File: config.mk
export PLATFORM = sky130hd
export DESIGN_NAME = midi_meta_event_parser_top
export DESIGN_NICKNAME = d
export VERILOG_FILES = /design/src/hdl/mmep_pkg.sv /design/src/hdl/midi_meta_event_parser_top.sv /design/src/hdl/mmep_front.sv /design/src/hdl/mmep_queue.sv /design/src/hdl/mmep_back.sv
export VERILOG_INCLUDE_DIRS = /design/src /design/src/hdl
export SDC_FILE = /design/constraint.sdc
export NUM_CORES = 1
export LEC_CHECK = 0
export BUFFER_PORTS_ARGS = -buffer_cell sky130_fd_sc_hd__buf_4
export CELL_PAD_IN_SITES_DETAIL_PLACEMENT = 0
export CELL_PAD_IN_SITES_GLOBAL_PLACEMENT = 1
export CORE_AREA = 2 2 216 218
export CTS_CLUSTER_DIAMETER = 40
export DETAILED_ROUTE_END_ITERATION = 12
export DIE_AREA = 0 0 218 220
export GPL_TIMING_DRIVEN = 0
export PLACE_DENSITY_LB_ADDON = 0.1
export SETUP_SLACK_MARGIN = 0.05
export SLEW_MARGIN = 10
export SYNTH_ARGS = -nofsm -noshare
export SYNTH_HDL_FRONTEND = slang
export SYNTH_SLANG_ARGS = --single-unit
export TNS_END_PERCENT = 10
File: constraint.sdc
create_clock -name clk -period 5.2 [get_ports clk]
set_input_delay 0.52 -clock clk [delete_from_list [all_inputs] [get_ports clk]]
set_output_delay 0.52 -clock clk [all_outputs]
set_load 0.03 [all_outputs]
File: src/hdl/assert_macros.svh
// Assertion macros shared by the RTL of the meta-event parser.
// Included by files that carry concurrent assertions; no other dependencies.
`ifndef ASSERT_MACROS_SVH
`define ASSERT_MACROS_SVH

`ifndef SYNTHESIS

// Property must hold at every clock edge outside reset.
`define ASSERT_PROP(label, clk, rst_n, prop) \
    label: assert property (@(posedge clk) disable iff (!rst_n) (prop)) \
        else $error("assertion failed");

// Expression must never be true outside reset.
`define ASSERT_NEVER(label, clk, rst_n, expr) \
    label: assert property (@(posedge clk) disable iff (!rst_n) !(expr)) \
        else $error("forbidden condition seen");

`else

`define ASSERT_PROP(label, clk, rst_n, prop)
`define ASSERT_NEVER(label, clk, rst_n, expr)

`endif

`endif

File: src/hdl/mmep_pkg.sv
// Package for the meta-event parser: codes, parse phases and the classified byte type.
// No dependencies; used by every module of the block.
`timescale 1ns / 1ps

package mmep_pkg;

    // Longest variable-length quantity for the payload length, in bytes.
    localparam int LENGTH_MAX_BYTES = 4;
    localparam int LCNT_W           = $clog2(LENGTH_MAX_BYTES + 1);

    localparam int LEN_W   = 28;
    localparam int VAL_W   = 40;
    localparam int TDATA_W = 120;

    // Lead byte of every meta-event and the sequencer-specific type.
    localparam logic [7:0] LEAD_BYTE     = 8'hFF;
    localparam logic [7:0] TYPE_SEQ_SPEC = 8'h7F;

    // Result status codes.
    localparam logic [1:0] ST_BUSY    = 2'd0;
    localparam logic [1:0] ST_PAYLOAD = 2'd1;
    localparam logic [1:0] ST_DONE    = 2'd2;
    localparam logic [1:0] ST_ERROR   = 2'd3;

    // Error codes.
    localparam logic [2:0] ERR_NONE      = 3'd0;
    localparam logic [2:0] ERR_LEAD      = 3'd1;
    localparam logic [2:0] ERR_BAD_LEN   = 3'd2;
    localparam logic [2:0] ERR_SEQ_ZERO  = 3'd3;
    localparam logic [2:0] ERR_EARLY_END = 3'd4;
    localparam logic [2:0] ERR_LONG_LEN  = 3'd5;

    typedef enum logic [2:0] {
        PH_IDLE,
        PH_TYPE,
        PH_LEN,
        PH_FIXED,
        PH_PASS,
        PH_SKIP
    } phase_t;

    // One stream byte together with the properties the parser needs.
    typedef struct packed {
        logic [7:0] data_byte;
        logic       stream_end;
        logic       is_lead;
        logic       cont;
        logic       fixed_ok;
        logic [2:0] fixed_len;
        logic       is_pass;
        logic       is_seq;
    } byte_class_t;

endpackage

File: src/hdl/midi_meta_event_parser_top.sv
// Top level of the meta-event parser: front end, byte queue and parser back end.
// Depends on mmep_pkg, mmep_front, mmep_queue, mmep_back and assert_macros.svh.
`timescale 1ns / 1ps
`include "assert_macros.svh"

// Parses standard MIDI file meta-events (0xFF, type, variable-length length,
// payload) and returns exactly one result transfer for every input transfer.
// The block sustains one byte per clock cycle while the output side is ready;
// the back end parser state register sets it, taking one queued byte per cycle.
// When the queue is empty and the output side is ready, the result of a byte
// is held in a queue entry and then in the output register, from which it is
// taken at the next rising edge. A two-entry queue separates the classifying
// front end from the parser, so bytes can enter the queue while a result waits.
// Text and sequencer-specific bytes come out with status payload; fixed-size
// events come out with their payload packed big-endian in decoded_value on
// completion. After any error the parser waits for 0xFF.
module midi_meta_event_parser_top (
    input  logic                          clk,
    input  logic                          rst_n,
    input  logic                          s_tvalid,
    output logic                          s_tready,
    input  logic [7:0]                    s_tdata,  // [7:0] data_byte
    input  logic                          s_tuser,  // [0] stream_end
    output logic                          m_tvalid,
    input  logic                          m_tready,
    // [2:0] error_code, [10:3] meta_type, [38:11] data_length,
    // [46:39] payload_byte, [74:47] payload_index, [114:75] decoded_value, rest zero
    output logic [mmep_pkg::TDATA_W-1:0]  m_tdata,
    output logic [1:0]                    m_tuser   // [1:0] status
);
    import mmep_pkg::*;

    byte_class_t push_item;
    byte_class_t pop_item;
    logic        push;
    logic        pop;
    logic        queue_full;
    logic        queue_empty;

    mmep_front u_front (
        .s_tvalid   (s_tvalid),
        .s_tready   (s_tready),
        .s_tdata    (s_tdata),
        .s_tuser    (s_tuser),
        .queue_full (queue_full),
        .push       (push),
        .push_item  (push_item)
    );

    mmep_queue u_queue (
        .clk       (clk),
        .rst_n     (rst_n),
        .push      (push),
        .push_item (push_item),
        .full      (queue_full),
        .pop       (pop),
        .pop_item  (pop_item),
        .empty     (queue_empty)
    );

    mmep_back u_back (
        .clk         (clk),
        .rst_n       (rst_n),
        .queue_empty (queue_empty),
        .pop_item    (pop_item),
        .pop         (pop),
        .m_tvalid    (m_tvalid),
        .m_tready    (m_tready),
        .m_tdata     (m_tdata),
        .m_tuser     (m_tuser)
    );

    // An error code is reported only together with the error status.
    `ASSERT_PROP(a_err_only_on_error, clk, rst_n,
        (m_tvalid && (m_tuser != ST_ERROR)) |-> (m_tdata[2:0] == ERR_NONE))
    // Payload byte and index are zero unless a payload byte is passed.
    `ASSERT_PROP(a_payload_fields, clk, rst_n,
        (m_tvalid && (m_tuser != ST_PAYLOAD)) |->
            ((m_tdata[46:39] == 8'd0) && (m_tdata[74:47] == '0)))
    // A packed value appears only on event completion.
    `ASSERT_NEVER(a_value_only_done, clk, rst_n,
        m_tvalid && (m_tdata[114:75] != '0) && (m_tuser != ST_DONE))
    // A passed payload byte always lies inside the decoded length.
    `ASSERT_PROP(a_index_in_range, clk, rst_n,
        (m_tvalid && (m_tuser == ST_PAYLOAD)) |-> (m_tdata[74:47] < m_tdata[38:11]))

endmodule

File: src/hdl/mmep_front.sv
// Front end of the meta-event parser: accepts stream bytes and classifies them.
// Depends on mmep_pkg; feeds mmep_queue.
`timescale 1ns / 1ps

module mmep_front (
    input  logic                 s_tvalid,
    output logic                 s_tready,
    input  logic [7:0]           s_tdata,   // [7:0] data_byte
    input  logic                 s_tuser,   // [0] stream_end
    input  logic                 queue_full,
    output logic                 push,
    output mmep_pkg::byte_class_t push_item
);
    import mmep_pkg::*;

    // A transfer is taken whenever the queue has room.
    assign s_tready = !queue_full;
    assign push     = s_tvalid && !queue_full;

    // Classify the byte both as a plain stream byte and as a possible type code.
    always_comb
    begin
        push_item            = '0;
        push_item.data_byte  = s_tdata;
        push_item.stream_end = s_tuser;
        push_item.is_lead    = (s_tdata == LEAD_BYTE);
        push_item.cont       = s_tdata[7];
        push_item.is_seq     = (s_tdata == TYPE_SEQ_SPEC);
        push_item.is_pass    = ((s_tdata >= 8'h01) && (s_tdata <= 8'h07))
                               || (s_tdata == TYPE_SEQ_SPEC);
        unique case (s_tdata)
            8'h00:
            begin
                push_item.fixed_ok  = 1'b1;
                push_item.fixed_len = 3'd2;
            end
            8'h20:
            begin
                push_item.fixed_ok  = 1'b1;
                push_item.fixed_len = 3'd1;
            end
            8'h2F:
            begin
                push_item.fixed_ok  = 1'b1;
                push_item.fixed_len = 3'd0;
            end
            8'h51:
            begin
                push_item.fixed_ok  = 1'b1;
                push_item.fixed_len = 3'd3;
            end
            8'h54:
            begin
                push_item.fixed_ok  = 1'b1;
                push_item.fixed_len = 3'd5;
            end
            8'h58:
            begin
                push_item.fixed_ok  = 1'b1;
                push_item.fixed_len = 3'd4;
            end
            8'h59:
            begin
                push_item.fixed_ok  = 1'b1;
                push_item.fixed_len = 3'd2;
            end
            default:
            begin
                push_item.fixed_ok  = 1'b0;
                push_item.fixed_len = 3'd0;
            end
        endcase
    end

endmodule

File: src/hdl/mmep_queue.sv
// Two-entry queue of classified bytes between the front end and the parser.
// Depends on mmep_pkg.
`timescale 1ns / 1ps

module mmep_queue (
    input  logic                  clk,
    input  logic                  rst_n,
    input  logic                  push,
    input  mmep_pkg::byte_class_t push_item,
    output logic                  full,
    input  logic                  pop,
    output mmep_pkg::byte_class_t pop_item,
    output logic                  empty
);
    import mmep_pkg::*;

    byte_class_t entry_reg [2];
    logic        wr_ptr_reg, wr_ptr_next;
    logic        rd_ptr_reg, rd_ptr_next;
    logic [1:0]  count_reg, count_next;

    assign full     = (count_reg == 2'd2);
    assign empty    = (count_reg == 2'd0);
    assign pop_item = entry_reg[rd_ptr_reg];

    // Pointer and fill count update.
    always_comb
    begin
        wr_ptr_next = push ? ~wr_ptr_reg : wr_ptr_reg;
        rd_ptr_next = pop ? ~rd_ptr_reg : rd_ptr_reg;
        count_next  = count_reg + {1'b0, push} - {1'b0, pop};
    end

    always_ff @(posedge clk or negedge rst_n)
    begin
        if (!rst_n)
        begin
            wr_ptr_reg <= 1'b0;
            rd_ptr_reg <= 1'b0;
            count_reg  <= 2'd0;
        end
        else
        begin
            wr_ptr_reg <= wr_ptr_next;
            rd_ptr_reg <= rd_ptr_next;
            count_reg  <= count_next;
        end
    end

    // Entry storage carries no reset.
    always_ff @(posedge clk)
    begin
        if (push)
        begin
            entry_reg[wr_ptr_reg] <= push_item;
        end
    end

endmodule

File: src/hdl/mmep_back.sv
// Back end of the meta-event parser: event state machine and registered result.
// Depends on mmep_pkg; drains mmep_queue one byte per cycle unless output stalls.
`timescale 1ns / 1ps

module mmep_back (
    input  logic                          clk,
    input  logic                          rst_n,
    input  logic                          queue_empty,
    input  mmep_pkg::byte_class_t         pop_item,
    output logic                          pop,
    output logic                          m_tvalid,
    input  logic                          m_tready,
    output logic [mmep_pkg::TDATA_W-1:0]  m_tdata,
    output logic [1:0]                    m_tuser
);
    import mmep_pkg::*;

    phase_t            phase_reg, phase_next;
    logic [7:0]        type_reg, type_next;
    logic              fixed_ok_reg, fixed_ok_next;
    logic [2:0]        fixed_len_reg, fixed_len_next;
    logic              pass_reg, pass_next;
    logic              seq_reg, seq_next;
    logic [LEN_W-1:0]  len_reg, len_next;
    logic [LCNT_W-1:0] lcnt_reg, lcnt_next;
    logic [LEN_W-1:0]  pcnt_reg, pcnt_next;
    logic [VAL_W-1:0]  val_reg, val_next;

    logic              out_valid_reg, out_valid_next;
    logic [1:0]        out_status_reg;
    logic [TDATA_W-1:0] out_data_reg;

    // Per-byte arithmetic shared by the phases.
    logic              len_ovf;
    logic [LEN_W-1:0]  len_shift;
    logic [LCNT_W-1:0] lcnt_inc;
    logic [LEN_W-1:0]  pcnt_inc;
    logic              pcnt_done;
    logic [VAL_W-1:0]  val_shift;
    logic              len_fixed_bad;
    logic              lcnt_limit;

    logic [1:0]        status;
    logic [2:0]        err;
    logic [7:0]        pbyte;
    logic [LEN_W-1:0]  pidx;
    logic [VAL_W-1:0]  dval;

    // A byte leaves the queue when the output register is free or draining.
    assign pop = !queue_empty && (!out_valid_reg || m_tready);

    assign len_ovf       = |len_reg[LEN_W-1:21];
    assign len_shift     = {len_reg[20:0], pop_item.data_byte[6:0]};
    assign lcnt_inc      = lcnt_reg + LCNT_W'(1);
    assign lcnt_limit    = (lcnt_inc >= LCNT_W'(LENGTH_MAX_BYTES));
    assign pcnt_inc      = pcnt_reg + LEN_W'(1);
    assign pcnt_done     = (pcnt_inc >= len_reg);
    assign val_shift     = {val_reg[VAL_W-9:0], pop_item.data_byte};
    assign len_fixed_bad = (len_shift != LEN_W'(fixed_len_reg));

    // Next parse phase.
    always_comb
    begin
        phase_next = phase_reg;
        if (pop)
        begin
            if (pop_item.stream_end)
            begin
                phase_next = PH_IDLE;
            end
            else
            begin
                unique case (phase_reg)
                    PH_IDLE:
                    begin
                        if (pop_item.is_lead)
                        begin
                            phase_next = PH_TYPE;
                        end
                    end
                    PH_TYPE:
                    begin
                        phase_next = PH_LEN;
                    end
                    PH_LEN:
                    begin
                        priority if (len_ovf)
                        begin
                            phase_next = PH_IDLE;
                        end
                        else if (pop_item.cont)
                        begin
                            if (lcnt_limit)
                            begin
                                phase_next = PH_IDLE;
                            end
                        end
                        else if (fixed_ok_reg)
                        begin
                            if (len_fixed_bad || (fixed_len_reg == 3'd0))
                            begin
                                phase_next = PH_IDLE;
                            end
                            else
                            begin
                                phase_next = PH_FIXED;
                            end
                        end
                        else if (len_shift == '0)
                        begin
                            phase_next = PH_IDLE;
                        end
                        else
                        begin
                            phase_next = pass_reg ? PH_PASS : PH_SKIP;
                        end
                    end
                    PH_FIXED, PH_PASS, PH_SKIP:
                    begin
                        if (pcnt_done)
                        begin
                            phase_next = PH_IDLE;
                        end
                    end
                    default:
                    begin
                        phase_next = PH_IDLE;
                    end
                endcase
            end
        end
    end

    // Event registers and the result of the current byte.
    always_comb
    begin
        type_next      = type_reg;
        fixed_ok_next  = fixed_ok_reg;
        fixed_len_next = fixed_len_reg;
        pass_next      = pass_reg;
        seq_next       = seq_reg;
        len_next       = len_reg;
        lcnt_next      = lcnt_reg;
        pcnt_next      = pcnt_reg;
        val_next       = val_reg;
        status         = ST_BUSY;
        err            = ERR_NONE;
        pbyte          = 8'd0;
        pidx           = '0;
        dval           = '0;
        if (pop_item.stream_end)
        begin
            if (phase_reg != PH_IDLE)
            begin
                status = ST_ERROR;
                err    = ERR_EARLY_END;
            end
        end
        else
        begin
            unique case (phase_reg)
                PH_IDLE:
                begin
                    if (!pop_item.is_lead)
                    begin
                        status = ST_ERROR;
                        err    = ERR_LEAD;
                    end
                end
                PH_TYPE:
                begin
                    type_next      = pop_item.data_byte;
                    fixed_ok_next  = pop_item.fixed_ok;
                    fixed_len_next = pop_item.fixed_len;
                    pass_next      = pop_item.is_pass;
                    seq_next       = pop_item.is_seq;
                    len_next       = '0;
                    lcnt_next      = '0;
                    pcnt_next      = '0;
                    val_next       = '0;
                end
                PH_LEN:
                begin
                    if (len_ovf)
                    begin
                        status = ST_ERROR;
                        err    = ERR_LONG_LEN;
                    end
                    else
                    begin
                        len_next  = len_shift;
                        lcnt_next = lcnt_inc;
                        priority if (pop_item.cont)
                        begin
                            if (lcnt_limit)
                            begin
                                status = ST_ERROR;
                                err    = ERR_LONG_LEN;
                            end
                        end
                        else if (fixed_ok_reg)
                        begin
                            if (len_fixed_bad)
                            begin
                                status = ST_ERROR;
                                err    = ERR_BAD_LEN;
                            end
                            else if (fixed_len_reg == 3'd0)
                            begin
                                status = ST_DONE;
                            end
                        end
                        else if (len_shift == '0)
                        begin
                            // Zero-length sequencer-specific data is an error,
                            // any other empty payload completes at once.
                            if (seq_reg)
                            begin
                                status = ST_ERROR;
                                err    = ERR_SEQ_ZERO;
                            end
                            else
                            begin
                                status = ST_DONE;
                            end
                        end
                    end
                end
                PH_FIXED:
                begin
                    val_next  = val_shift;
                    pcnt_next = pcnt_inc;
                    if (pcnt_done)
                    begin
                        status = ST_DONE;
                        dval   = val_shift;
                    end
                end
                PH_PASS:
                begin
                    status    = ST_PAYLOAD;
                    pbyte     = pop_item.data_byte;
                    pidx      = pcnt_reg;
                    pcnt_next = pcnt_inc;
                end
                PH_SKIP:
                begin
                    pcnt_next = pcnt_inc;
                    if (pcnt_done)
                    begin
                        status = ST_DONE;
                    end
                end
                default:
                begin
                    status = ST_BUSY;
                end
            endcase
        end
    end

    // Output register stays full until the downstream side takes it.
    always_comb
    begin
        out_valid_next = out_valid_reg;
        if (pop)
        begin
            out_valid_next = 1'b1;
        end
        else if (m_tready)
        begin
            out_valid_next = 1'b0;
        end
    end

    always_ff @(posedge clk or negedge rst_n)
    begin
        if (!rst_n)
        begin
            phase_reg     <= PH_IDLE;
            type_reg      <= '0;
            fixed_ok_reg  <= 1'b0;
            fixed_len_reg <= '0;
            pass_reg      <= 1'b0;
            seq_reg       <= 1'b0;
            len_reg       <= '0;
            lcnt_reg      <= '0;
            pcnt_reg      <= '0;
            val_reg       <= '0;
            out_valid_reg <= 1'b0;
        end
        else
        begin
            out_valid_reg <= out_valid_next;
            if (pop)
            begin
                phase_reg     <= phase_next;
                type_reg      <= type_next;
                fixed_ok_reg  <= fixed_ok_next;
                fixed_len_reg <= fixed_len_next;
                pass_reg      <= pass_next;
                seq_reg       <= seq_next;
                len_reg       <= len_next;
                lcnt_reg      <= lcnt_next;
                pcnt_reg      <= pcnt_next;
                val_reg       <= val_next;
            end
        end
    end

    // Result payload is loaded with each byte and needs no reset.
    always_ff @(posedge clk)
    begin
        if (pop)
        begin
            out_status_reg <= status;
            out_data_reg   <= {5'd0, dval, pidx, pbyte, len_next, type_next, err};
        end
    end

    assign m_tvalid = out_valid_reg;
    assign m_tuser  = out_status_reg;
    assign m_tdata  = out_data_reg;

endmodule

==> flow_summary.json <==
{
  "powerDensity_nw_per_um2": 610,
  "sw_frac_of_total_pct": 37.2,
  "cts_made_buffers": 51,
  "status": "complete, no violations",
  "cap_violations": 0,
  "wl_um": 33700,
  "fp.dieW_um": 218,
  "power_mw": 9.38,
  "combPwrFrac_pct": 30.7,
  "coreArea_um2": 45900,
  "crit_slowest_cell": "dfrtp_1",
  "min_path_type": "input pin to register",
  "cts.sinks": 262,
  "ys_warn_count": 0,
  "htreeDepth": 2,
  "worst_pin_slew_ns": 1.24,
  "avgSynthCellArea_um2": 11.4,
  "p_sw_mw": 3.49,
  "clk_pin_slew_ns": 0.06,
  "dr.first_iter.drc_count": 547,
  "grt_pass1_wl_um": 52100,
  "drc": 0,
  "post_cts_buffers": 0,
  "synth_cells": 1030,
  "cts_tree": "yes",
  "dr.pass1.iters": 4,
  "diodes": 0,
  "hold_viol_final": 0,
  "wl_per_cell_um": 18.0,
  "timing.final.ws_setup_ns": 0.671,
  "slew_violations": 0,
  "nets": 1267,
  "vias_per_cell": 4.42,
  "crit_path_max_incr_delay_ns": 0.45,
  "die_h_um": 220,
  "path_cells": "ha_1, and2_1, nand4_1, nor3_2, and3_1, xor2_1, ha_1, nand4_1, a2111oi_2, o211ai_1, o21ai_1, and3_1, clkbuf_1, nor2b_1",
  "grt_max_degree": 83,
  "largest_reg_flops": 115,
  "cp-start-kind": "register",
  "synth_seq_cells": 262,
  "arrival_ns": 4.97,
  "vdd.ir_drop.worst_mv": 0.277,
  "initial_core_util_pct": 25.6,
  "dp_slack_ns": 0.146,
  "hpwl_um": 23600,
  "synth-async-reset-ratio_pct": 43.1,
  "power_leakage_nw": 6.36,
  "min_period_ns": 4.53,
  "required_ns": 5.65,
  "clock_latency_ns": 0.59,
  "cts_buffer_depth": 3,
  "pwr-share-seq_pct": 33.9,
  "slew_headroom_pct": 15.2,
  "grt-ovfl-total": 0,
  "areaGrowthSynthToFinish_pct": 30.7,
  "rsz0062_at_grt": "false",
  "critical_path.max_fanout": 10,
  "drive_above_1_share_pct": 21.7,
  "finClkSkew_ns": 0.0241,
  "cp-end-kind": "register",
  "grt_usage_pct": 14.3,
  "path_buf_inv": 1,
  "critPathKind": "register to register",
  "synth_ff_type": "edfxtp_1",
  "io_pins": 137,
  "ant_nets": 0,
  "clock.fmax_ghz": 0.221,
  "post-route-period-util_pct": 87.1,
  "finalSetupViolations": 0,
  "grt_pass1_vias": 8398,
  "syn_area_um2": 11800,
  "yosysSeqAreaShare_pct": 62.1,
  "synth.distinct_cells": 59,
  "pwr-share-clk_pct": 35.4,
  "synth_edf_count": 149,
  "antenna_found_initial": 0,
  "dr_total_vias": 8268,
  "rows": 79,
  "p_int_mw": 5.89,
  "cts_root_buf": "clkbuf_16",
  "place_congestion": 0.762,
  "portBuffers": 131,
  "critPathTopFamily": "simple AND/OR/NAND/NOR gates",
  "dieArea_um2": 48000
}
## synth_stat cells, drive strengths merged, types with 2 or more instances
master     n  area (µm²)
and4       2        17.5
edfxtp   149        4470
o22ai      5        31.3
nor3      16        96.4
a211oi     2        20.0
o21ai    131         656
xnor2     21         184
nor2      52         208
ha        32         400
dfrtp    113        2830
a21oi     19        95.1
mux2       3        37.5
nand4     14        87.6
buf       19         120
or3        3        18.8
nand3     39         210
and3      11        68.8
nor4       8        80.1
mux2i     18         204
nand2    155         582
a221oi     3        38.8
o211ai     3        22.5
xor2      16         140
and2      63         394
a31oi      2        12.5
nor3b      2        20.0
clkbuf    35         133
inv       41         154
a22o      14         123
o31ai     12        90.1
a2111oi    3        26.3
a21o       4        30.0
nand2b     3        18.8
nor2b      8        50.1
## worst paths after layout
kind / from / end / slack, ns / cells past startpoint
worst min register to register: u_back.seq_reg / u_back.seq_reg / 0.47 / 2
worst min-delay path: s_tdata[0] / u_queue.entry_reg[1][9] / 0.15 / 1
max in group asynchronous: rst_n / u_back.fixed_len_reg[2] / 4.00 / 3
worst max-delay path: u_back.pcnt_reg[0] / u_back.m_tdata[77] / 0.67 / 14
min in group asynchronous: rst_n / u_back.pcnt_reg[6] / 0.43 / 2
worst max register to register: u_back.pcnt_reg[0] / u_back.m_tdata[77] / 0.67 / 14
## layout by cell type, fill, tap and decap left out, types with 4 or more instances in the layout
master      netlist  layout
xor2_1           16      16
o22ai_1           5       5
o31ai_1          12      12
nor2_2            2       4
edfxtp_1        149     149
and3_1           11      11
o21ai_0         110     110
nand3_1          36      36
ha_1             32      32
nor4_1            6       6
a22o_1           14      14
clkinv_2          0       8
a21oi_1          19      19
nor2_1           49      47
clkbuf_1         34      39
inv_8             0       5
o21ai_1          21      21
nand2_1         155     155
and2_1           63      63
buf_2            12      12
inv_1            41      40
clkbuf_16         0      51
bufinv_16         0       4
nand4_1          14      14
mux2i_1          14      14
clkinvlp_4        0       7
nor2b_1           8       8
nor3_1           14      12
a21o_1            4       4
conb_1            1       5
dfrtp_1         113     113
buf_4             5     135
inv_6             0       9
xnor2_1          21      21
## layer usage
metal | track usage (%) | wire length, µm
met3 | 3.12 | 1450
met4 | 4.31 | 765
met2 | 22.2 | 15300
met5 | 0 | 0
met1 | 19.9 | 16200
## what timing repair did
| item | in CTS | in global routing |
|---|---|---|
| setup endpoints to repair | 0 | 40 |
| hold endpoints to repair | 39 | 0 |
| gates resized for setup | 0 | 4 |
| hold buffers | 1 | 0 |
## final cells by class
cell class / count / area (µm²)
fillers: 4667 / 30500
flip-flops and latches: 262 / 7300
multi-input cells: 677 / 4090
clock buffers: 59 / 1340
repair buffers: 135 / 1070
well taps: 607 / 759
clock inverters: 37 / 409
plain buffers: 54 / 253
inverters: 41 / 159
## logic make-up after synthesis
family,share of synthesized area (%)
and+or+nand+nor,16.0
DFF,62.1
AOI/OAI and AO/OA,10.2
buffers and inverters,3.46
xor gates and xnor gates,2.75
adders and majority gates,3.40
muxes,2.05
other,0.0319
## through the flow
stage	hold slack, ns	std cells	utilization (%)	setup TNS [ns]	area (µm²)
6_report	0.154	1872	33.5	0	15400
5_1_grt	0.116	1872	33.5	0	15400
4_1_cts	0.107	1872	33.5	0	15400
3_5_place_dp	0.467	1775	29.7	0	13600
3_3_place_gp	0.454	1772	29.5	-129.68	13500
2_1_floorplan	0.224	1034	-	0	11800
## power by group through the flow
stage          registers (mW)  clock network [mW]  logic (mW)
3_3_place_gp             3.28                   0        2.89
2_1_floorplan            3.83                   0        1.17
3_5_place_dp             3.22                   0        2.93
6_report                 3.18                3.32        2.88
4_1_cts                  3.19                3.41        2.95
5_1_grt                  3.25                3.52        3.16
No activity file was read; power rests on OpenSTA's default activity.
